File: config.mk
export PLATFORM = sky130hd
export DESIGN_NAME = pcw_post
export DESIGN_NICKNAME = d
export VERILOG_FILES = /design/src/hw/rtl/polar_cartesian_wind_converter_defines.svh /design/src/hw/rtl/pcw_pkg.sv /design/src/hw/rtl/pcw_post.sv
export SDC_FILE = /design/constraint.sdc
export NUM_CORES = 2
export LEC_CHECK = 0
export BUFFER_PORTS_ARGS = -buffer_cell sky130_fd_sc_hd__buf_2
export CAP_MARGIN = 20
export CORE_MARGIN = 3
export CORE_UTILIZATION = 50
export CTS_CLUSTER_SIZE = 40
export DETAILED_ROUTE_END_ITERATION = 8
export PLACE_DENSITY = 0.67
export SLEW_MARGIN = 20
export SYNTH_ARGS = -nofsm -noshare
export SYNTH_HDL_FRONTEND = slang
export SYNTH_SLANG_ARGS = --single-unit
export TNS_END_PERCENT = 20
File: constraint.sdc
create_clock -name clk_i -period 3.99 [get_ports clk_i]
set_input_delay 0.1995 -clock clk_i [delete_from_list [all_inputs] [get_ports clk_i]]
set_output_delay 0.1995 -clock clk_i [all_outputs]
set_load 0.05 [all_outputs]
File: src/hw/rtl/polar_cartesian_wind_converter_defines.svh
// Assertion macros for the wind converter
`ifndef POLAR_CARTESIAN_WIND_CONVERTER_DEFINES_SVH
`define POLAR_CARTESIAN_WIND_CONVERTER_DEFINES_SVH

// same-cycle implication
`define PCW_ASSERT_NOW(label, clk, rst_n, ante, cons) \
  label: assert property (@(posedge clk) disable iff (!rst_n) (ante) |-> (cons)) \
    else $error("pcw assertion failed");

// next-cycle implication
`define PCW_ASSERT_NEXT(label, clk, rst_n, ante, cons) \
  label: assert property (@(posedge clk) disable iff (!rst_n) (ante) |=> (cons)) \
    else $error("pcw assertion failed");

// fixed-delay implication
`define PCW_ASSERT_DELAY(label, clk, rst_n, ante, n, cons) \
  label: assert property (@(posedge clk) disable iff (!rst_n) (ante) |-> ##n (cons)) \
    else $error("pcw assertion failed");

`endif

File: src/hw/rtl/pcw_pkg.sv
// Shared types, constants and the arctangent table
`timescale 1ns / 1ps
`default_nettype none
package pcw_pkg;
  localparam int XW = 28;
  localparam int ZW = 27;
  localparam int TABLE_LEN = 24;
  localparam int DEG_FULL_Q6 = 23040;
  localparam logic signed [ZW-1:0] DEG90 = 27'sd5898240;
  localparam logic signed [ZW-1:0] DEG180 = 27'sd11796480;
  localparam logic signed [ZW:0] DEG360 = 28'sd23592960;
  localparam logic signed [16:0] INV_GAIN = 17'sd39797;

  typedef struct packed {
    logic signed [XW-1:0] x;
    logic signed [XW-1:0] y;
    logic signed [ZW-1:0] z;
  } pcw_vec_t;

  typedef struct packed {
    logic cmd;   // 1: vectoring (components to polar)
    logic miss;
    logic zero;
  } pcw_side_t;

  function automatic logic signed [ZW-1:0] pcw_atan(input int idx);
    logic signed [ZW-1:0] r;
    unique case (idx)
      0: r = 27'sd2949120;
      1: r = 27'sd1740967;
      2: r = 27'sd919879;
      3: r = 27'sd466945;
      4: r = 27'sd234379;
      5: r = 27'sd117304;
      6: r = 27'sd58666;
      7: r = 27'sd29335;
      8: r = 27'sd14668;
      9: r = 27'sd7334;
      10: r = 27'sd3667;
      11: r = 27'sd1833;
      12: r = 27'sd917;
      13: r = 27'sd458;
      14: r = 27'sd229;
      15: r = 27'sd115;
      16: r = 27'sd57;
      17: r = 27'sd29;
      18: r = 27'sd14;
      19: r = 27'sd7;
      20: r = 27'sd4;
      21: r = 27'sd2;
      22: r = 27'sd1;
      default: r = '0;
    endcase
    return r;
  endfunction
endpackage
`default_nettype wire

File: src/hw/rtl/pcw_post.sv
// Gain compensation, rounding, saturation, direction wrap and floor, zeroing of missing results
`timescale 1ns / 1ps
`default_nettype none
module pcw_post import pcw_pkg::*; (
  input  wire logic               clk_i,
  input  wire logic               rst_ni,
  input  wire logic               valid_i,
  input  wire pcw_vec_t           vec_i,
  input  wire pcw_side_t          side_i,
  input  wire logic [6:0]         floor_i,
  output logic                    valid_o,
  output logic signed [15:0]      first_o,
  output logic signed [15:0]      second_o,
  output logic                    missing_o
);
  localparam int PW = XW + 17;
  logic signed [XW-1:0] opa, opb;
  logic signed [PW-1:0] pa_d, pb_d, pa_q, pb_q;
  logic signed [ZW-1:0] z_q;
  pcw_side_t side_q;
  logic valid_q, valid2_q;
  logic signed [PW-1:0] ra, rb;
  logic signed [20:0] sa, sb;
  logic signed [15:0] fa, fb, dir;
  logic signed [ZW:0] zz;
  logic [17:0] dq;
  logic signed [15:0] first_d, second_d;
  logic signed [15:0] first_q, second_q;
  logic missing_q;

  function automatic logic signed [15:0] sat16(input logic signed [20:0] v);
    logic signed [15:0] r;
    if (v > 21'sd32767)       r = 16'sh7fff;
    else if (v < -21'sd32768) r = 16'sh8000;
    else                      r = v[15:0];
    return r;
  endfunction

  always_comb begin
    opa  = side_i.cmd ? vec_i.x : -vec_i.y;
    opb  = -vec_i.x;
    pa_d = PW'(opa) * PW'(INV_GAIN);
    pb_d = PW'(opb) * PW'(INV_GAIN);
  end

  always_ff @(posedge clk_i) begin
    pa_q   <= pa_d;
    pb_q   <= pb_d;
    z_q    <= vec_i.z;
    side_q <= side_i;
  end

  always_comb begin
    ra = pa_q + (PW'(1) <<< 23);
    rb = pb_q + (PW'(1) <<< 23);
    sa = ra[44:24];
    sb = rb[44:24];
    fa = sat16(sa);
    fb = sat16(sb);
    zz = z_q[ZW-1] ? (ZW+1)'(z_q) + DEG360 : (ZW+1)'(z_q);
    dq = 18'(unsigned'(zz + (ZW+1)'(512)) >> 10);
    if (dq >= 18'(DEG_FULL_Q6)) dq = dq - 18'(DEG_FULL_Q6);
    dir = 16'(dq);
    if (dq < {11'd0, floor_i}) dir = '0;
    if (side_q.miss || (side_q.cmd && side_q.zero)) begin
      first_d  = '0;
      second_d = '0;
    end else if (side_q.cmd) begin
      first_d  = fa;
      second_d = dir;
    end else begin
      first_d  = fa;
      second_d = fb;
    end
  end

  always_ff @(posedge clk_i or negedge rst_ni) begin
    if (!rst_ni) begin
      valid_q  <= 1'b0;
      valid2_q <= 1'b0;
    end else begin
      valid_q  <= valid_i;
      valid2_q <= valid_q;
    end
  end

  always_ff @(posedge clk_i) begin
    first_q   <= first_d;
    second_q  <= second_d;
    missing_q <= side_q.miss;
  end

  assign valid_o   = valid2_q;
  assign first_o   = first_q;
  assign second_o  = second_q;
  assign missing_o = missing_q;
endmodule
`default_nettype wire

[Word-level counts from Yosys, hierarchy flattened]
Cells that the tools add are included.
Operators by class
  add/subtract/negate cells: 7
  multiply operators: 2
  multiplexer cells: 9
  reduce and logical (&&, ||, !) cells: 3
  order comparisons: 6
Operators by type and width (count)
  45-bit by 25-bit adder with 45-bit output, second input constant: 2
  28-bit by 17-bit multiplier with 45-bit output, second input constant: 2
  16-bit two-way mux: 5
  28-bit two-way mux: 2
  28-bit negator: 2
  21-bit by 16-bit greater-than comparator with 1-bit output, second input constant: 2
  21-bit by 16-bit < comparator with 1-bit output, second input constant: 2
  27-bit by 26-bit adder with 28-bit output, second input constant: 1
  28-bit by 11-bit adder with 28-bit output, second input constant: 1
  18-bit by 15-bit greater-or-equal comparator with 1-bit output, second input constant: 1
  18-bit by 7-bit < comparator with 1-bit output: 1
  18-bit two-way mux: 1
  18-bit by 15-bit subtractor with 18-bit output, second input constant: 1
  15-bit two-way mux: 1
  2-bit OR reduction: 1
  1-bit logical AND: 1
  1-bit logical OR: 1
Word-level totals
  input port bits: 96
  bits in registers: 155

[Depth between registers and ports, before layout]
  depth in word-level cells: 8
  depth in mapped cells: 34
  mapped depth without buffers: 34

[Worst setup path before layout]
No wires, ideal clock.
  path type: input -> register
  start: input vec_i[34] (netlist bit)
  end: register pa_q[44]
  path buffers: 0
  stages: 25
  setup slack: -4676 ps
  arrival: 8472 ps
  setup time: 194 ps
  path through: or4_1 or4_1 nor3_1 nand2_1 nor2_1 xor2_1 o21ai_0 ha_1 fa_1 inv_1 fa_1 fa_1 fa_1 fa_1 inv_1 ha_1 and3_1 and4_1 nand4_1 o311ai_0 a21oi_1 o21ai_0 nand2_1 o31a_1 xnor2_1
Between the ends
  cells in the longest elaborated chain, start to end: 3
RTL lines
  start, declared: RTL line pcw_post.sv:8  | input wire pcw_vec_t vec_i,
  28-bit negator: RTL line pcw_post.sv:40  | opa = side_i.cmd ? vec_i.x : -vec_i.y;
  28-bit two-way mux: RTL line pcw_post.sv:40
  28-bit by 17-bit multiplier with 45-bit output: RTL line pcw_post.sv:42  | pa_d = PW'(opa) * PW'(INV_GAIN);
  net pa_d[44]: RTL line pcw_post.sv:18  | logic signed [PW-1:0] pa_d, pb_d, pa_q, pb_q;
  end signal, assigned: RTL line pcw_post.sv:47  | pa_q <= pa_d;
  end, declared: RTL line pcw_post.sv:18
The timed path passes the listed nets, and every way through them passes these cells.
A chain may end at the register's enable or synchronous reset.

[Worst setup path in the final report]
Same ends and word-level chain as after synthesis.

==> impl_metrics.toml <==
[die]
coreArea_sq_mm = 0.04665
die_area_sq_mm = 0.05008
die_y_microns = 223.8
die_w_microns = 223.8
io-pin-count = 130
initial_core_util = 0.5083
rows = 79

[timing]
setup_ws_ps = -3208
final_hold_viol_count = 0
fmax_ghz = 0.1389
fin_skew_ps = 12.42
tightest_slew_ps = 607.0
rsz0062_at_grt = "yes"
finalCriticalPeriod_ps = 7198
finalCritPeriodShare = 1.804
maxSlewViolCount = 0
setup_viol = 44
slew-limit-headroom = 0.5916

[worst_setup_path]
cp_max_fo = 5
cp-start-kind = "input pin"
crit_top_cell = "inv_2"
cp.arrival_ps = 7440
criticalPathCategory = "input pin to flop"
cp.required_ps = 4230
worst_path_max_delay_cell = "or4_4"
end_kind = "flop"
critPathMaxStageDelay_ps = 550

[layout]
multi_input_area_sq_mm = 0.02021
final_cell_mix = "716 x inv_1, 476 x buf_4, 409 x fa_1, 346 x ha_1, 115 x buf_2"
final-seq-area_sq_mm = 0.002014
drive_gt1_frac = 0.2703
layout.nets = 4070
stdcell_area_sq_mm = 0.03079
fill_cells = 3748
syn2layout_area_growth_pct = 29.82
layout_commonest_cell = "inv_1"

[place]
gp_congestion = 0.9539
post_dp_cell_area_sq_mm = 0.02880
dp_hpwl_microns = 53620
port_buffers = 120
place_ws_ps = -3860

[clock_network]
clk-insertion-delay-late_ps = 360
numClockSinks = 100
root_buffer = "clkbuf_16"
clock_path_buffers = 2
clkTransAtPathRegs_ps = 70
numCtsBuffers = 9
cts.htree.levels = 3
cts_tree = "built"

[global_routing]
grt_pass1_wl_microns = 103700
grt_pass1_vias = 21257
grt_max_degree = 23
gr-usage-all-layers = 0.2558
antenna_found_initial = 2
grt.overflow.total = 0

[routing]
drtPass1Iterations = 5
drt_iter0_drc = 829
vias = 18959
routed_via_density = 5.016
routedWlPerCell_microns = 16.23
postRouteAntennaNets = 0
drc = 0
wl_microns = 61340

[synthesis]
synth_top_family_by_area = "adder cells"
synthFlopType = "dfxtp_1"
ys_ff_latch = 100
netlist_area_sq_mm = 0.02372
yosysWarnings = 0
ys_types = 73
synth_nets = 3444
synthMuxAreaShare = 0.001372
synth_edf_count = 0
ys_seq_area_frac = 0.08483
synth-compound-area-share = 0.08151
syn_inst = 2540
synthSimpleGateAreaFrac = 0.08446
synth_fa_ha_area_frac = 0.5605
synth_xor_area_frac = 0.06568
syn_avg_cell_area_sq_um = 9.337
async_flop_share = 0.02000

[status]
status = "complete, but fails checks"
violations = "setup timing"

[flow_run]
cap_violations = 0

[hold_path]
hold_class = "input pin to async pin"
-- kinds of logic after synthesis --
family / Yosys count
mux: 3
fa+ha+maj: 808
flops: 100
compound gates: 293
simple gates: 391
xor+xnor: 177
buf+inv: 768
-- flip-flops by register name, summed over array words and instances, names as in the netlist --
register   flops
pa_q          22
pb_q          22
z_q           18
first_o       16
second_o      16
side_q         3
missing_o      1
valid_o        1
valid_q        1
-- worst paths after layout --
path,slack [ps],startpoint,to,cells after the start
max in group asynchronous,3740,rst_ni,valid_q,2
setup / recovery,-3210,vec_i[34],pa_q[44],30
setup reg to reg,290,z_q[19],second_o[0],11
hold reg to reg,360,valid_q,valid_o,0
hold / removal,150,rst_ni,valid_o,2
min in group clk_i,360,valid_q,valid_o,0
-- routing by layer --
metal	track usage	part of all wire
met5	0	0
met4	0.05262	0.022
met3	0.02464	0.030
met2	0.4661	0.51
met1	0.3329	0.43
-- stage by stage --
stage	setup TNS [ps]	utilization	instances	hold slack (ps)
6_report	-125920	0.6599	3780	153.0
5_1_grt	-138070	0.6599	3780	159.8
4_1_cts	-124990	0.6473	3756	142.3
3_5_place_dp	-150990	0.6173	3689	-8.333
3_3_place_gp	-146330	0.6173	3689	-16.02
2_1_floorplan	-127290	-	2540	-96.09
-- cell usage after synthesis (4+ instances only) --
library cell	number	area, sq um
a211o_1	4	35.03
a211oi_1	17	127.6
a21o_1	31	232.7
a21oi_1	59	295.3
a31oi_1	14	87.58
and2_1	25	156.4
and3_1	17	106.4
and4_1	10	87.58
clkbuf_1	19	71.32
dfxtp_1	98	1962
fa_1	424	8488
ha_1	384	4805
inv_1	745	2796
nand2_1	75	281.5
nand2b_1	13	81.33
nand3_1	29	145.1
nand3b_1	7	52.55
nand4_1	16	100.1
nor2_1	104	390.4
nor2b_1	16	100.1
nor3_1	31	155.2
nor3b_1	4	30.03
nor4_1	15	93.84
o211ai_1	5	37.54
o21a_1	18	135.1
o21ai_0	67	335.3
o21ai_1	9	45.04
o21bai_1	8	60.06
o22ai_1	5	31.28
o31a_1	6	52.55
o31ai_1	12	90.09
or2_2	5	31.28
or3_1	5	31.28
or4_1	12	90.09
xnor2_1	91	797.0
xor2_1	85	744.5
-- final cells by class --
class,count,share of cell area
Antenna cell,2,0.0001625
Clock buffer,11,0.007559
Clock inverter,5,0.002113
Inverter,745,0.09103
Multi-Input combinational cell,1672,0.6563
Sequential cell,100,0.06543
Tap cell,607,0.02467
Timing Repair Buffer,638,0.1528
-- worst max-delay path, delay by kind of cell --
family / cells / cell delay [ps]
adder cells (fa/ha/maj): 7 / 3120
AO/OA/AOI/OAI: 5 / 1010
buffers and inverters: 7 / 640
XOR/XNOR: 2 / 310
AND/OR/NAND/NOR: 9 / 2150
-- repair_timing --
action | 4_1_cts | 5_1_grt
endpoints found under the setup margin | 44 | 51
resized for setup | 120 | 87
hold endpoints to repair | 23 | 0
pin swaps | 95 | 79
hold buffers | 22 | 0
buffers inserted | 29 | 22
Power is not shown: default switching activity piles up to over one toggle a cycle in this logic, so the estimate is an artifact.
