[config.mk]
export PLATFORM = sky130hd
export DESIGN_NAME = pcw_pre
export DESIGN_NICKNAME = d
export VERILOG_FILES = /design/src/hw/rtl/polar_cartesian_wind_converter_defines.svh /design/src/hw/rtl/pcw_pkg.sv /design/src/hw/rtl/pcw_pre.sv
export SDC_FILE = /design/constraint.sdc
export NUM_CORES = 1
export LEC_CHECK = 0
export ABC_AREA = 1
export BUFFER_PORTS_ARGS = -buffer_cell sky130_fd_sc_hd__clkbuf_2
export CAP_MARGIN = 0
export CORE_AREA = 4 4 131 133
export CTS_CLUSTER_SIZE = 12
export DETAILED_ROUTE_END_ITERATION = 7
export DIE_AREA = 0 0 135 137
export PLACE_DENSITY = 0.54
export SKIP_LAST_GASP = 1
export SYNTH_ARGS = -nofsm -noshare
export SYNTH_HDL_FRONTEND = slang
export SYNTH_SLANG_ARGS = --single-unit
[constraint.sdc]
create_clock -name clk_i -period 0.8 [get_ports clk_i]
set_input_delay 0 -clock clk_i [delete_from_list [all_inputs] [get_ports clk_i]]
set_output_delay 0 -clock clk_i [all_outputs]
set_load 0.01 [all_outputs]
[src/hw/rtl/polar_cartesian_wind_converter_defines.svh]
// Assertion macros for the wind converter
`ifndef POLAR_CARTESIAN_WIND_CONVERTER_DEFINES_SVH
`define POLAR_CARTESIAN_WIND_CONVERTER_DEFINES_SVH

// same-cycle implication
`define PCW_ASSERT_NOW(label, clk, rst_n, ante, cons) \
  label: assert property (@(posedge clk) disable iff (!rst_n) (ante) |-> (cons)) \
    else $error("pcw assertion failed");

// next-cycle implication
`define PCW_ASSERT_NEXT(label, clk, rst_n, ante, cons) \
  label: assert property (@(posedge clk) disable iff (!rst_n) (ante) |=> (cons)) \
    else $error("pcw assertion failed");

// fixed-delay implication
`define PCW_ASSERT_DELAY(label, clk, rst_n, ante, n, cons) \
  label: assert property (@(posedge clk) disable iff (!rst_n) (ante) |-> ##n (cons)) \
    else $error("pcw assertion failed");

`endif

[src/hw/rtl/pcw_pkg.sv]
// Shared types, constants and the arctangent table
`timescale 1ns / 1ps
`default_nettype none
package pcw_pkg;
  localparam int XW = 28;
  localparam int ZW = 27;
  localparam int TABLE_LEN = 24;
  localparam int DEG_FULL_Q6 = 23040;
  localparam logic signed [ZW-1:0] DEG90 = 27'sd5898240;
  localparam logic signed [ZW-1:0] DEG180 = 27'sd11796480;
  localparam logic signed [ZW:0] DEG360 = 28'sd23592960;
  localparam logic signed [16:0] INV_GAIN = 17'sd39797;

  typedef struct packed {
    logic signed [XW-1:0] x;
    logic signed [XW-1:0] y;
    logic signed [ZW-1:0] z;
  } pcw_vec_t;

  typedef struct packed {
    logic cmd;   // 1: vectoring (components to polar)
    logic miss;
    logic zero;
  } pcw_side_t;

  function automatic logic signed [ZW-1:0] pcw_atan(input int idx);
    logic signed [ZW-1:0] r;
    unique case (idx)
      0: r = 27'sd2949120;
      1: r = 27'sd1740967;
      2: r = 27'sd919879;
      3: r = 27'sd466945;
      4: r = 27'sd234379;
      5: r = 27'sd117304;
      6: r = 27'sd58666;
      7: r = 27'sd29335;
      8: r = 27'sd14668;
      9: r = 27'sd7334;
      10: r = 27'sd3667;
      11: r = 27'sd1833;
      12: r = 27'sd917;
      13: r = 27'sd458;
      14: r = 27'sd229;
      15: r = 27'sd115;
      16: r = 27'sd57;
      17: r = 27'sd29;
      18: r = 27'sd14;
      19: r = 27'sd7;
      20: r = 27'sd4;
      21: r = 27'sd2;
      22: r = 27'sd1;
      default: r = '0;
    endcase
    return r;
  endfunction
endpackage
`default_nettype wire

[src/hw/rtl/pcw_pre.sv]
// Input stage: angle reduction and quadrant prerotation
`timescale 1ns / 1ps
`default_nettype none
module pcw_pre import pcw_pkg::*; (
  input  wire logic               clk_i,
  input  wire logic               rst_ni,
  input  wire logic               valid_i,
  input  wire logic               cmd_i,
  input  wire logic signed [15:0] first_value_i,
  input  wire logic signed [15:0] second_value_i,
  input  wire logic               missing_i,
  output logic                    valid_o,
  output pcw_vec_t                vec_o,
  output pcw_side_t               side_o
);
  logic signed [16:0] dir_r;
  logic signed [ZW-1:0] ang;
  logic signed [XW-1:0] spd, uu, vv;
  pcw_vec_t vec_d, vec_q;
  pcw_side_t side_d, side_q;
  logic valid_q;

  always_comb begin
    // direction modulo 360 degrees
    if (second_value_i >= 16'sd23040) begin
      dir_r = 17'(second_value_i) - 17'sd23040;
    end else if (second_value_i >= 16'sd0) begin
      dir_r = 17'(second_value_i);
    end else if (second_value_i >= -16'sd23040) begin
      dir_r = 17'(second_value_i) + 17'sd23040;
    end else begin
      dir_r = 17'(second_value_i) + 17'sd46080;
    end
    ang = ZW'(dir_r) <<< 10;
    if (ang > DEG180) ang = ang - ZW'(DEG360);
    spd = XW'(first_value_i) <<< 8;
    uu  = -(XW'(first_value_i) <<< 8);
    vv  = -(XW'(second_value_i) <<< 8);
    if (!cmd_i) begin
      vec_d = '{x: spd, y: '0, z: ang};
      if (ang > DEG90) begin
        vec_d = '{x: '0, y: spd, z: ang - DEG90};
      end else if (ang < -DEG90) begin
        vec_d = '{x: '0, y: -spd, z: ang + DEG90};
      end
    end else begin
      vec_d = '{x: vv, y: uu, z: '0};
      if (vv < 0) begin
        if (uu >= 0) vec_d = '{x: uu, y: -vv, z: DEG90};
        else         vec_d = '{x: -uu, y: vv, z: -DEG90};
      end
    end
    side_d.cmd  = cmd_i;
    side_d.miss = missing_i;
    side_d.zero = (first_value_i == 16'sd0) && (second_value_i == 16'sd0);
  end

  always_ff @(posedge clk_i or negedge rst_ni) begin
    if (!rst_ni) begin
      valid_q <= 1'b0;
    end else begin
      valid_q <= valid_i;
    end
  end

  always_ff @(posedge clk_i) begin
    vec_q  <= vec_d;
    side_q <= side_d;
  end

  assign valid_o = valid_q;
  assign vec_o   = vec_q;
  assign side_o  = side_q;
endmodule
`default_nettype wire

* After elaboration in Yosys (flattened, before gate mapping)
Cells that the tools add are included.
** Word-level totals
- Bits in registers :: 87
- Logic and storage cells :: 37
- Input bits :: 37
- Output and inout port bits :: 87
** Operators by class
- Multiplexer cells :: 9
- Reductions and logical operators :: 3
- $lt $le $gt $ge :: 8
- Add/sub/neg operators :: 10
** Operators with widths (count)
- $mux 83 :: 5
- $neg 24->28 :: 2
- $neg 28->28 :: 2
- $mux 17 :: 3
- $ge 16x16->1 const B :: 2
- $logic_not 16->1 :: 2
- $ge 28x1->1 const B :: 1
- $lt 28x1->1 const B :: 1
- $add 27x24->27 const B :: 1
- $gt 27x24->1 const B :: 1
- $gt 27x25->1 const B :: 1
- $lt 27x24->1 const B :: 1
- $mux 27 :: 1
- $sub 27x24->27 const B :: 1
- $sub 27x26->27 const B :: 1
- $add 16x16->17 const B :: 1
- $add 16x17->17 const B :: 1
- $sub 16x16->17 const B :: 1
- $ge 16x1->1 const B :: 1
- $logic_and 1x1->1 :: 1

* Longest topological paths before layout
- Word-level depth :: 10
- Mapped depth :: 36
- Gate-level depth less buffers :: 35

* Worst setup path before layout
Ideal clock, no wire load.
- Path type :: input port to flip-flop
- Start point :: input port second_value_i[0]
- End point :: register vec_q (netlist bit vec_o[18])
- Data required time :: 684 ps
- Path slack :: -3020 ps
- Path buffers :: 2
- Arrival :: 3703 ps
- Setup time :: 116 ps
- Stages on the path :: 32
- Cell sequence :: inv_1 ha_1 nand3_1 nor2_1 nand2_1 nor2_1 nand2_1 nor2_1 nand2_1 nor2_1 nand2_1 ha_1 clkbuf_1 nand3_1 nand2_2 nand2_4 inv_1 ha_1 a21o_1 nand3_1 nand3_2 nand3_4 nand2_1 nand2_2 inv_2 nor2_1 nand2_2 nand2_2 buf_4 nand3_1 nand3_1 nand2_1
** RTL lines
- start, declared :: RTL line pcw_pre.sv:10 : input wire logic signed [15:0] second_value_i,
- end signal, assigned :: RTL line pcw_pre.sv:67 : vec_q <= vec_d;
- end, declared :: RTL line pcw_pre.sv:19 : pcw_vec_t vec_d, vec_q;

==> results.json <==
{
  "h-tree-depth": 3,
  "ios": 124,
  "worst_hold_path.num_cells": 4,
  "cts-buffers-inserted": 9,
  "ys_async_sr_fraction_pct": 1.64,
  "synthTopCellsByArea": "dfxtp_1, nand2_1, nand3_1, inv_1, xor2_1",
  "post_dr_vias_cell": 4.70,
  "rsz_0062_raised_after_global_routing": "true",
  "timing_hold_violations_final": 0,
  "drive_gt1_share_pct": 42.7,
  "worst-endpoint-required_ps": 1040,
  "setup.worst_path.end_class": "register",
  "dpl.hpwl_um": 15400,
  "clock_pin_transition_on_the_worst_setup_and_hold_timing_paths_ps": 50,
  "totalNegativeSetupSlack_ps": -124040,
  "place.port_buffers": 97,
  "violations_in_the_final_reports": "setup timing",
  "synth_area_per_cell_sq_um": 6.25,
  "highest-signal-layer": "met4",
  "routabilityCongestion": 0.937,
  "die_area_sq_um": 18500,
  "critical_path.max_fanout": 7,
  "first_global_vias": 6646,
  "maxCapViolations": 0,
  "post-synth-top-area-fraction_pct": 21.8,
  "synthFlopType": "dfxtp_1",
  "critPathArrivalTime_ps": 3570,
  "grt_remaining_overflow": 0,
  "via_count": 6854,
  "wire_length_of_the_first_global_routing_pass_um": 32100,
  "synth_to_layout_area_growth_pct": 65.0,
  "initialDrtViolationCount": 359,
  "largest_family_of_logic_cells_by_synthesized_area": "simple AND/OR/NAND/NOR gates",
  "synthCells": 881,
  "yosys_warnings": 0,
  "final_critical_path_setup_slack_ps": -2540,
  "hold_slack_ps": 13.9,
  "finalMaxSlewViolations": 0,
  "detail_route.drc_violations": 0,
  "met3WireLength_um": 959,
  "timing.final.crit_share_pct": 417,
  "synth_simple_gate_area_share_pct": 40.6,
  "synthXorXnorAreaFrac_pct": 5.89,
  "achievable-frequency_mhz": 299,
  "critical_path.most_common_cell": "nand2_2",
  "clock_tree.buffer_depth": 2,
  "synth_edf_count": 0,
  "critPathMaxStageDelay_ps": 200,
  "postLayoutCoreUtil_pct": 57.4,
  "design.core.area_sq_um": 15800,
  "syn-cell-area_sq_um": 5510,
  "tritoncts": "done",
  "cts_root_buf": "clkbuf_16",
  "drt_wl_total_um": 20200,
  "maximum_number_of_pins_on_one_net_before_global_route_repair": 32,
  "yosys.cell_types.count": 45,
  "wl_met2_um": 9660,
  "leakage_power_nw": 4.80,
  "final_setup_fails": 51,
  "start_util_pct": 34.8,
  "floorplan.rows": 46,
  "worst_setup_path_start_kind": "primary input",
  "min_path_type": "in -> reg",
  "detail-route-antenna-nets": 0,
  "synth_area_in_compound_gates_pct": 13.5,
  "synthMuxAreaShare_pct": 0,
  "layout.nets": 1295,
  "antenna_found_initial": 0,
  "routed_wire_length_per_instance_um": 13.8,
  "total_power_mw": 14.5,
  "min_period_ps": 3340,
  "synth_seq_area_share_pct": 22.3,
  "timing.setup.critical_path_class": "in -> reg",
  "route.layer.met1.wl_um": 8950,
  "timing.critical_path.slowest_stage_cell": "ha_4",
  "cts.sink_count": 61,
  "layout.filler_cells": 1510,
  "antenna-diode-count": 0,
  "stdcell_area_sq_um": 9080,
  "synthAdderAreaFrac_pct": 4.32,
  "detailed_place.area_sq_um": 8070,
  "detailedRoute.firstPassIterationCount": 5,
  "power.density_cell_area_nw_per_um2": 1600,
  "power.ir.vdd_worst_v": 0.000903,
  "flip_flop_and_latch_count_after_synthesis": 61,
  "die_height_um": 137,
  "outcome": "complete, but fails checks",
  "die_x_um": 135,
  "synth_top_cell_by_area": "dfxtp_1",
  "grt_util_all_layers_pct": 21.6
}
-- metal layers --
layer,vias to the layer above,track usage [%]
met1,3085,27.3
met2,194,37.6
li1,3529,-
met4,0,8.17
met5,-,0
met3,46,2.54
-- per-stage QoR --
stage | setup WS, ps | std cells
floorplan | -2610 | 906
global placement | -2940 | 1396
detailed placement | -3010 | 1396
CTS | -2450 | 1452
global route | -2780 | 1458
finish | -2540 | 1458
-- logic make-up (layout without fill, tap and decap cells) --
kind of cell	after synthesis	count (layout)
AOI/OAI and AO/OA	128	128
xor gates and xnor gates	37	37
adders and majority gates	19	19
buffers and inverters	152	485
DFF	61	61
other	1	26
and+or+nand+nor	483	486
-- registers in the layout (all words and copies together), names as in the netlist --
register	cells
side_o	3
valid_o	1
vec_o	57
-- worst max-delay path: cells and delay by family --
kind | cells | cell delay, ps
simple gates | 22 | 2150
buf+inv | 5 | 550
fa+ha+maj | 3 | 500
compound gates | 2 | 350
-- final timing paths --
check	start	to	slack, ps
max	second_value_i[1]	vec_o[36]$_DFF_P_	-2540
min	second_value_i[2]	vec_o[12]$_SDFF_PP0_	10
max in group asynchronous	rst_ni	valid_o$_DFF_PN0_	200
min in group asynchronous	rst_ni	valid_o$_DFF_PN0_	500
-- synthesized netlist by cell type, types with 2 or more instances --
cell type,instances
nand2_1,254
inv_2,12
nand3b_4,2
o21ai_1,13
nor2_1,70
o31ai_1,2
or2_2,3
nand3_2,6
xor2_1,33
nand3b_1,2
o211ai_1,14
o21ai_0,45
nand2_2,18
buf_2,8
a21oi_4,2
xnor2_1,4
o22ai_1,6
nor2_4,2
a21o_1,2
nand2_4,9
buf_4,28
buf_6,6
ha_1,19
nand3_1,72
nor3_1,16
inv_1,79
clkbuf_1,16
dfxtp_1,60
buf_1,2
nor2_2,7
o221ai_1,7
nand4_1,12
nor4_1,3
a21oi_1,36
-- power by group --
| part | leakage (nW) | internal [mW] | switching [mW] |
|---|---|---|---|
| sequential | 0.516 | 3.51 | 0.127 |
| clock | 0.131 | 2.13 | 1.33 |
| combinational | 4.15 | 3.40 | 4.05 |
-- layout make-up --
class                   instances  area [sq um]  area share, %
well taps                     216           270           2.97
repair buffers                379          2860           31.5
clock inverters                 3          15.0          0.165
clock buffers                  11           243           2.67
flip-flops and latches         61          1240           13.7
inverters                      92           397           4.37
multi-input cells             696          4060           44.7
-- timing repair --
action / in CTS / in global routing
endpoints found under the setup margin: 62 / 58
pin swaps: 27 / 25
endpoints found under the hold margin: 8 / 0
hold buffers: 8 / 0
resized for setup: 53 / 42
gates cloned: 3 / 1
buffers inserted: 31 / 6
-- cells in the final DEF, fill, tap and decap left out, types with 4 or more instances in the layout --
cell type / synthesis / layout
a21oi_1: 36 / 33
a21oi_2: 1 / 4
buf_12: 0 / 12
buf_2: 8 / 5
buf_4: 28 / 255
buf_6: 6 / 7
clkbuf_16: 0 / 12
clkbuf_2: 0 / 89
conb_1: 1 / 26
dfxtp_1: 60 / 47
dfxtp_2: 0 / 13
dlygate4sd3_1: 0 / 8
ha_1: 19 / 14
inv_1: 79 / 73
inv_2: 12 / 14
nand2_1: 254 / 237
nand2_2: 18 / 32
nand2_4: 9 / 9
nand2_8: 0 / 5
nand3_1: 72 / 64
nand3_2: 6 / 13
nand4_1: 12 / 12
nor2_1: 70 / 61
nor2_2: 7 / 7
nor2_4: 2 / 11
nor3_1: 16 / 14
o211ai_1: 14 / 14
o21ai_0: 45 / 36
o21ai_1: 13 / 14
o21ai_2: 0 / 7
o221ai_1: 7 / 6
xnor2_1: 4 / 4
xor2_1: 33 / 33
No activity file was read; power rests on OpenSTA's default activity.
