**config.mk**
```make
export PLATFORM = sky130hd
export DESIGN_NAME = pcw_stage
export DESIGN_NICKNAME = d
export VERILOG_FILES = /design/src/hw/rtl/polar_cartesian_wind_converter_defines.svh /design/src/hw/rtl/pcw_pkg.sv /design/src/hw/rtl/pcw_stage.sv
export SDC_FILE = /design/constraint.sdc
export NUM_CORES = 1
export LEC_CHECK = 0
export ABC_AREA = 1
export BUFFER_PORTS_ARGS = -buffer_cell sky130_fd_sc_hd__buf_4
export CAP_MARGIN = 30
export CORE_MARGIN = 2
export CORE_UTILIZATION = 50
export CTS_CLUSTER_SIZE = 24
export DETAILED_ROUTE_END_ITERATION = 8
export HOLD_SLACK_MARGIN = 0.03
export MAX_ROUTING_LAYER = met4
export PLACE_DENSITY_LB_ADDON = 0.12
export SYNTH_ARGS = -nofsm -noshare
export SYNTH_HDL_FRONTEND = slang
export SYNTH_SLANG_ARGS = --single-unit
```
**constraint.sdc**
```tcl
create_clock -name clk_i -period 0.8 [get_ports clk_i]
set_input_delay 0.16 -clock clk_i [delete_from_list [all_inputs] [get_ports clk_i]]
set_output_delay 0.16 -clock clk_i [all_outputs]
set_load 0.05 [all_outputs]
```
**src/hw/rtl/polar_cartesian_wind_converter_defines.svh**
```systemverilog
// Assertion macros for the wind converter
`ifndef POLAR_CARTESIAN_WIND_CONVERTER_DEFINES_SVH
`define POLAR_CARTESIAN_WIND_CONVERTER_DEFINES_SVH

// same-cycle implication
`define PCW_ASSERT_NOW(label, clk, rst_n, ante, cons) \
  label: assert property (@(posedge clk) disable iff (!rst_n) (ante) |-> (cons)) \
    else $error("pcw assertion failed");

// next-cycle implication
`define PCW_ASSERT_NEXT(label, clk, rst_n, ante, cons) \
  label: assert property (@(posedge clk) disable iff (!rst_n) (ante) |=> (cons)) \
    else $error("pcw assertion failed");

// fixed-delay implication
`define PCW_ASSERT_DELAY(label, clk, rst_n, ante, n, cons) \
  label: assert property (@(posedge clk) disable iff (!rst_n) (ante) |-> ##n (cons)) \
    else $error("pcw assertion failed");

`endif

```
**src/hw/rtl/pcw_pkg.sv**
```systemverilog
// Shared types, constants and the arctangent table
`timescale 1ns / 1ps
`default_nettype none
package pcw_pkg;
  localparam int XW = 28;
  localparam int ZW = 27;
  localparam int TABLE_LEN = 24;
  localparam int DEG_FULL_Q6 = 23040;
  localparam logic signed [ZW-1:0] DEG90 = 27'sd5898240;
  localparam logic signed [ZW-1:0] DEG180 = 27'sd11796480;
  localparam logic signed [ZW:0] DEG360 = 28'sd23592960;
  localparam logic signed [16:0] INV_GAIN = 17'sd39797;

  typedef struct packed {
    logic signed [XW-1:0] x;
    logic signed [XW-1:0] y;
    logic signed [ZW-1:0] z;
  } pcw_vec_t;

  typedef struct packed {
    logic cmd;   // 1: vectoring (components to polar)
    logic miss;
    logic zero;
  } pcw_side_t;

  function automatic logic signed [ZW-1:0] pcw_atan(input int idx);
    logic signed [ZW-1:0] r;
    unique case (idx)
      0: r = 27'sd2949120;
      1: r = 27'sd1740967;
      2: r = 27'sd919879;
      3: r = 27'sd466945;
      4: r = 27'sd234379;
      5: r = 27'sd117304;
      6: r = 27'sd58666;
      7: r = 27'sd29335;
      8: r = 27'sd14668;
      9: r = 27'sd7334;
      10: r = 27'sd3667;
      11: r = 27'sd1833;
      12: r = 27'sd917;
      13: r = 27'sd458;
      14: r = 27'sd229;
      15: r = 27'sd115;
      16: r = 27'sd57;
      17: r = 27'sd29;
      18: r = 27'sd14;
      19: r = 27'sd7;
      20: r = 27'sd4;
      21: r = 27'sd2;
      22: r = 27'sd1;
      default: r = '0;
    endcase
    return r;
  endfunction
endpackage
`default_nettype wire

```
**src/hw/rtl/pcw_stage.sv**
```systemverilog
// One registered CORDIC iteration, rotation or vectoring per item
`timescale 1ns / 1ps
`default_nettype none
module pcw_stage import pcw_pkg::*; #(
  parameter int IDX = 0
) (
  input  wire logic      clk_i,
  input  wire logic      rst_ni,
  input  wire logic      valid_i,
  input  wire pcw_vec_t  vec_i,
  input  wire pcw_side_t side_i,
  output logic           valid_o,
  output pcw_vec_t       vec_o,
  output pcw_side_t      side_o
);
  localparam logic signed [ZW-1:0] Atan = pcw_atan(IDX);
  logic pos;
  logic signed [XW-1:0] xs, ys;
  pcw_vec_t vec_d, vec_q;
  pcw_side_t side_q;
  logic valid_q;

  always_comb begin
    // rotate toward zero angle, or toward zero y when vectoring
    pos = side_i.cmd ? vec_i.y[XW-1] : !vec_i.z[ZW-1];
    xs  = vec_i.x >>> IDX;
    ys  = vec_i.y >>> IDX;
    if (pos) begin
      vec_d = '{x: vec_i.x - ys, y: vec_i.y + xs, z: vec_i.z - Atan};
    end else begin
      vec_d = '{x: vec_i.x + ys, y: vec_i.y - xs, z: vec_i.z + Atan};
    end
  end

  always_ff @(posedge clk_i or negedge rst_ni) begin
    if (!rst_ni) begin
      valid_q <= 1'b0;
    end else begin
      valid_q <= valid_i;
    end
  end

  always_ff @(posedge clk_i) begin
    vec_q  <= vec_d;
    side_q <= side_i;
  end

  assign valid_o = valid_q;
  assign vec_o   = vec_q;
  assign side_o  = side_q;
endmodule
`default_nettype wire

```
==> flow_metrics.py, run 1 <==
metrics = {
    "run_status": {
        "status": "stopped before the end",
        "haltStage": "global routing",
        "stop_error": "[ERROR DPL-0038] Utilization greater than 100%, impossible to legalize",
    },
    "place": {
        "place.detailed.hpwl_um": 26800,
        "port_buffers": 175,
        "numPlacedInstances": 2073,
        "rd_place_congestion": 1.07,
    },
    "timing": {
        "worstEpCategory": "register input",
        "repair-timing-grt-worst-ep": "vec_o[25]$_DFF_P_/D",
    },
    "synthesis": {
        "async_reset_ff_share_pct": 1.16,
        "synthDominantCellAreaShare_pct": 22.3,
        "main_combinational_cell_family_by_area_after_synthesis": "simple AND/OR/NAND/NOR gates",
        "gate_count_of_the_mapped_netlist": 1512,
        "yosys-mux-area-fraction_pct": 0.228,
        "synthDominantAreaCellType": "nand2_1",
        "area_fraction_in_compound_gates_after_synthesis_pct": 10.5,
        "post-synth-top-count-cell": "nand2_1",
        "synth_cell_types": 38,
        "syn_avg_cell_area_sq_um": 5.80,
        "mappedNetlistArea_sq_um": 8760,
        "synth_flop_cell": "dfxtp_1",
        "ys_seq_elements": 86,
        "postSynthNetCount": 1700,
        "synth_edf_count": 0,
        "netlist_top_cells_area": "nand2_1, dfxtp_1, ha_1, inv_1, nand3_1",
        "ys_top_cells_by_count": "nand2_1, inv_1, nand3_1, a21oi_1, ha_1",
        "synth_fa_ha_area_share_pct": 14.4,
        "post_synth_and_or_nand_nor_area_fraction_pct": 38.0,
        "synth.yosys.seq_area_share_pct": 19.7,
        "total_number_of_yosys_warnings": 0,
        "area_share_of_xor_xnor_cells_in_the_synthesized_design_pct": 1.90,
    },
    "floorplanning": {
        "placementRows": 48,
        "dieWidth_um": 136,
        "die_h_um": 136,
        "design.portCount": 176,
        "initial_utilization_pct": 50.8,
    },
    "clock_tree": {
        "max-clock-path-buffers": 2,
        "cts-root-buf": "clkbuf_16",
        "clkSinkCount": 86,
        "inserted_clock_buffers": 9,
        "cts-htree-levels": 3,
    },
    "grt": {
        "pin_count_of_the_biggest_net_entering_global_routing": 42,
    },
}
logic make-up after synthesis:
| logic type | count (synthesis) |
|---|---|
| AO/OA/AOI/OAI | 171 |
| XOR/XNOR | 19 |
| adder cells (fa/ha/maj) | 99 |
| buffers and inverters | 337 |
| flip-flops | 86 |
| multiplexers | 2 |
| AND/OR/NAND/NOR | 798 |
what timing repair did:
item / in CTS
pin swaps: 144
setup buffers: 33
resized for setup: 508
hold endpoints to repair: 20
endpoints found under the setup margin: 151
gates cloned: 1
hold buffers: 20
stage by stage:
stage	area, sq um	setup TNS [ns]	hold WS (ns)	setup WS (ns)
3_3_place_gp	12800	-55.19	-0.0528	-0.998
4_1_cts	15200	-45.81	0.0511	-0.562
2_1_floorplan	10000	-35.42	-0.136	-0.737
3_5_place_dp	12800	-57.30	-0.0498	-1.06
==> inputs of run 2 (changes only) <==
--- a/config.mk
+++ b/config.mk
@@ -9,12 +9,9 @@
 export BUFFER_PORTS_ARGS = -buffer_cell sky130_fd_sc_hd__buf_4
 export CAP_MARGIN = 30
 export CORE_MARGIN = 2
-export CORE_UTILIZATION = 50
-export CTS_CLUSTER_SIZE = 24
+export CORE_UTILIZATION = 35
 export DETAILED_ROUTE_END_ITERATION = 8
-export HOLD_SLACK_MARGIN = 0.03
-export MAX_ROUTING_LAYER = met4
-export PLACE_DENSITY_LB_ADDON = 0.12
+export PLACE_DENSITY_LB_ADDON = 0.15
 export SYNTH_ARGS = -nofsm -noshare
 export SYNTH_HDL_FRONTEND = slang
 export SYNTH_SLANG_ARGS = --single-unit
==> flow_metrics.py, run 2 <==
metrics = {
    "run_status": {
        "status": "finished, violations left",
        "violations": "negative setup slack",
    },
    "timing": {
        "timing.fmax_mhz": 690,
        "slew_headroom_pct": 67.0,
        "final_setup_violation_count": 150,
        "fin_crit_sh_pct": 181,
        "finalHoldViolations": 0,
        "tightestPinTransition_ns": 0.495,
        "drv_slew": 0,
        "finalWorstPathRequiredPeriod_ns": 1.45,
        "finalWorstSetupSlack_ns": -0.649,
        "setup_repair_after_global_routing_missed_its_margin": "yes",
    },
    "power": {
        "power.static_leakage_nw": 8.53,
        "pwr-share-seq_pct": 22.1,
        "total_power_divided_by_cell_area_nw_per_um2": 1530,
        "power.switching_mw": 11.7,
        "p_int_mw": 14.0,
        "power.clock.fraction_pct": 17.4,
        "power.share.combinational_pct": 60.5,
        "ir_worst_vdd_uv": 985,
        "p_total_mw": 25.7,
        "switching_share_pct": 45.3,
    },
    "place": {
        "place_ws_ns": -1.10,
        "rd_place_congestion": 0.955,
        "port_buffers": 175,
        "numPlacedInstances": 2191,
        "place.detailed.hpwl_um": 27600,
    },
    "hold_path": {
        "min_delay_path_depth": 2,
        "timing.hold.worst.start": "vec_i[16]",
        "holdCritPathClass": "input pin to flip-flop",
        "whs_endpoint": "vec_o[17]",
    },
    "clock_tree": {
        "cts_tree": "built",
        "max-clock-path-buffers": 2,
        "path_clk_slew_ns": 0.07,
        "inserted_clock_buffers": 9,
        "cts-root-buf": "clkbuf_16",
        "clkSinkCount": 86,
        "cts-htree-levels": 3,
    },
    "layout": {
        "largest_register_ff_count": 82,
        "drive_above_1_share_pct": 55.4,
        "final_cell_mix": "nand2_1, buf_4, inv_1",
        "nets": 2146,
        "stdcell_count": 2287,
        "antenna_diode_instance_count": 0,
        "area_growth_syn_to_layout_pct": 91.9,
        "layout.cells.most_common": "nand2_1",
        "post-route-util_pct": 68.8,
    },
    "worst_setup_path": {
        "setup.worst_path.class": "input pin to flip-flop",
        "peak_fanout_along_the_critical_path": 6,
        "worstPathRequired_ns": 1.03,
        "critPathMaxStageDelay_ns": 0.29,
        "cpMaxStageDelayCell": "ha_4",
        "critPathLaunchType": "input pin",
        "critical_path.endpoint_type": "flip-flop",
        "worst_setup_path_startpoint": "vec_i[61]",
        "timing.critical_path.arrival_ns": 1.68,
        "worstPathCellList": "buf_6 > ha_4 > buf_6 > nor2_4 > buf_12 > nand2_4 > nor3_4 > nand2_2 > nand3_1 > nand2_1 > nand3_1 > nand2_2",
    },
    "synthesis": {
        "post-synth-top-count-cell": "nand2_1",
        "syn_avg_cell_area_sq_um": 5.80,
        "ys_seq_elements": 86,
        "synth.yosys.seq_area_share_pct": 19.7,
        "postSynthNetCount": 1700,
        "netlist_top_cells_area": "nand2_1, dfxtp_1, ha_1, inv_1, nand3_1",
        "synth_fa_ha_area_share_pct": 14.4,
        "ys_top_cells_by_count": "nand2_1, inv_1, nand3_1, a21oi_1, ha_1",
        "area_share_of_xor_xnor_cells_in_the_synthesized_design_pct": 1.90,
        "main_combinational_cell_family_by_area_after_synthesis": "simple AND/OR/NAND/NOR gates",
        "synth_cell_types": 38,
        "post_synth_and_or_nand_nor_area_fraction_pct": 38.0,
        "area_fraction_in_compound_gates_after_synthesis_pct": 10.5,
        "synth_flop_cell": "dfxtp_1",
        "yosys-mux-area-fraction_pct": 0.228,
        "gate_count_of_the_mapped_netlist": 1512,
        "synthDominantCellAreaShare_pct": 22.3,
        "synth_edf_count": 0,
        "total_number_of_yosys_warnings": 0,
        "mappedNetlistArea_sq_um": 8760,
        "synthDominantAreaCellType": "nand2_1",
        "async_reset_ff_share_pct": 1.16,
    },
    "route": {
        "route.detailed.wl_per_inst_um": 16.3,
        "detailroute.via_count": 11200,
        "ant_nets": 0,
        "totalWireLength_um": 37200,
        "initial_drt_markers": 699,
        "viasPerCell": 4.90,
        "post-route-drc-count": 0,
        "detail_route.first_pass.iterations": 5,
    },
    "floorplanning": {
        "core_sq_um": 24500,
        "initial_utilization_pct": 35.8,
        "dieWidth_um": 162,
        "placementRows": 57,
        "design.portCount": 176,
        "die_h_um": 162,
        "design.die.area_sq_um": 26300,
    },
    "grt": {
        "global_route.overflow_total": 0,
        "grt_antenna_before_repair": 0,
        "global_route_wire_length_before_repair_um": 55400,
        "grt_pass1_vias": 10900,
        "pin_count_of_the_biggest_net_entering_global_routing": 36,
        "grt_usage_pct": 26.7,
    },
    "flow_run": {
        "max_cap_viol_count": 0,
    },
}
==> run 2: cell counts after synthesis <==
No cell type changed its count.
==> run 2: final cells by class <==
class / instances / area (sq um)
Clock buffer: 9 / 225
Clock inverter: 7 / 78.8
Fill cell: 1959 / 7640
Inverter: 301 / 1250
Multi-Input combinational cell: 1089 / 8300
Sequential cell: 86 / 1840
Tap cell: 324 / 405
Timing Repair Buffer: 471 / 4730
==> run 2: logic make-up after synthesis <==
| kind of cell | after synthesis |
|---|---|
| and+or+nand+nor | 798 |
| buffers and inverters | 337 |
| AOI/OAI and AO/OA | 171 |
| adders and majority gates | 99 |
| DFF | 86 |
| xor gates and xnor gates | 19 |
| muxes | 2 |
==> run 2: layer usage <==
layer / GRT usage (%) / part of all wire [%]
met5: 0 / 0
met4: 8.13 / 2.9
met3: 3.14 / 5.4
met2: 47.7 / 50
met1: 33.6 / 42
==> run 2: worst max-delay path by stage <==
| stage | endpoint | slack, ns | depth (start not counted) |
|---|---|---|---|
| 4_1_cts | vec_o[71] | -0.62 | 14 |
| 5_1_grt | vec_o[40] | -0.72 | 13 |
| 3_3_place_gp | vec_o[52] | -1.09 | 16 |
| 2_1_floorplan | vec_o[26] | -0.74 | 10 |
| 6_report | vec_o[40] | -0.65 | 12 |
| 3_5_place_dp | vec_o[52] | -1.10 | 16 |
==> run 2: power groups by stage <==
| stage | clock network, mW | registers, mW | logic [mW] |
|---|---|---|---|
| global placement | 0 | 5.36 | 11.9 |
| detailed placement | 0 | 5.36 | 12.0 |
| CTS | 4.52 | 5.65 | 14.4 |
| global route | 4.72 | 5.74 | 16.4 |
| finish | 4.48 | 5.68 | 15.5 |
| floorplan | 0 | 7.88 | 5.10 |
==> run 2: worst max-delay path: cells and delay by family <==
| family | cells | cell delay (ns) |
|---|---|---|
| fa+ha+maj | 1 | 0.29 |
| simple gates | 8 | 0.83 |
| buf+inv | 3 | 0.39 |
==> run 2: timing repair <==
item / 4_1_cts / 5_1_grt
pin swaps: 198 / 121
buffers inserted: 42 / 26
endpoints found under the setup margin: 151 / 150
cloned: 1 / 2
hold endpoints to repair: 21 / 0
gates resized for setup: 578 / 201
hold buffers: 21 / 0
==> run 2: per-stage QoR <==
| step | TNS, ns | hold slack, ns | cell area, sq um |
|---|---|---|---|
| floorplan | -35.42 | -0.136 | 10000 |
| global placement | -57.41 | -0.0638 | 13000 |
| detailed placement | -58.30 | -0.0634 | 13000 |
| CTS | -47.55 | 0.0585 | 15900 |
| global route | -54.69 | 0.0584 | 16800 |
| finish | -49.15 | 0.0666 | 16800 |
Power figures use the tool's default switching activity.
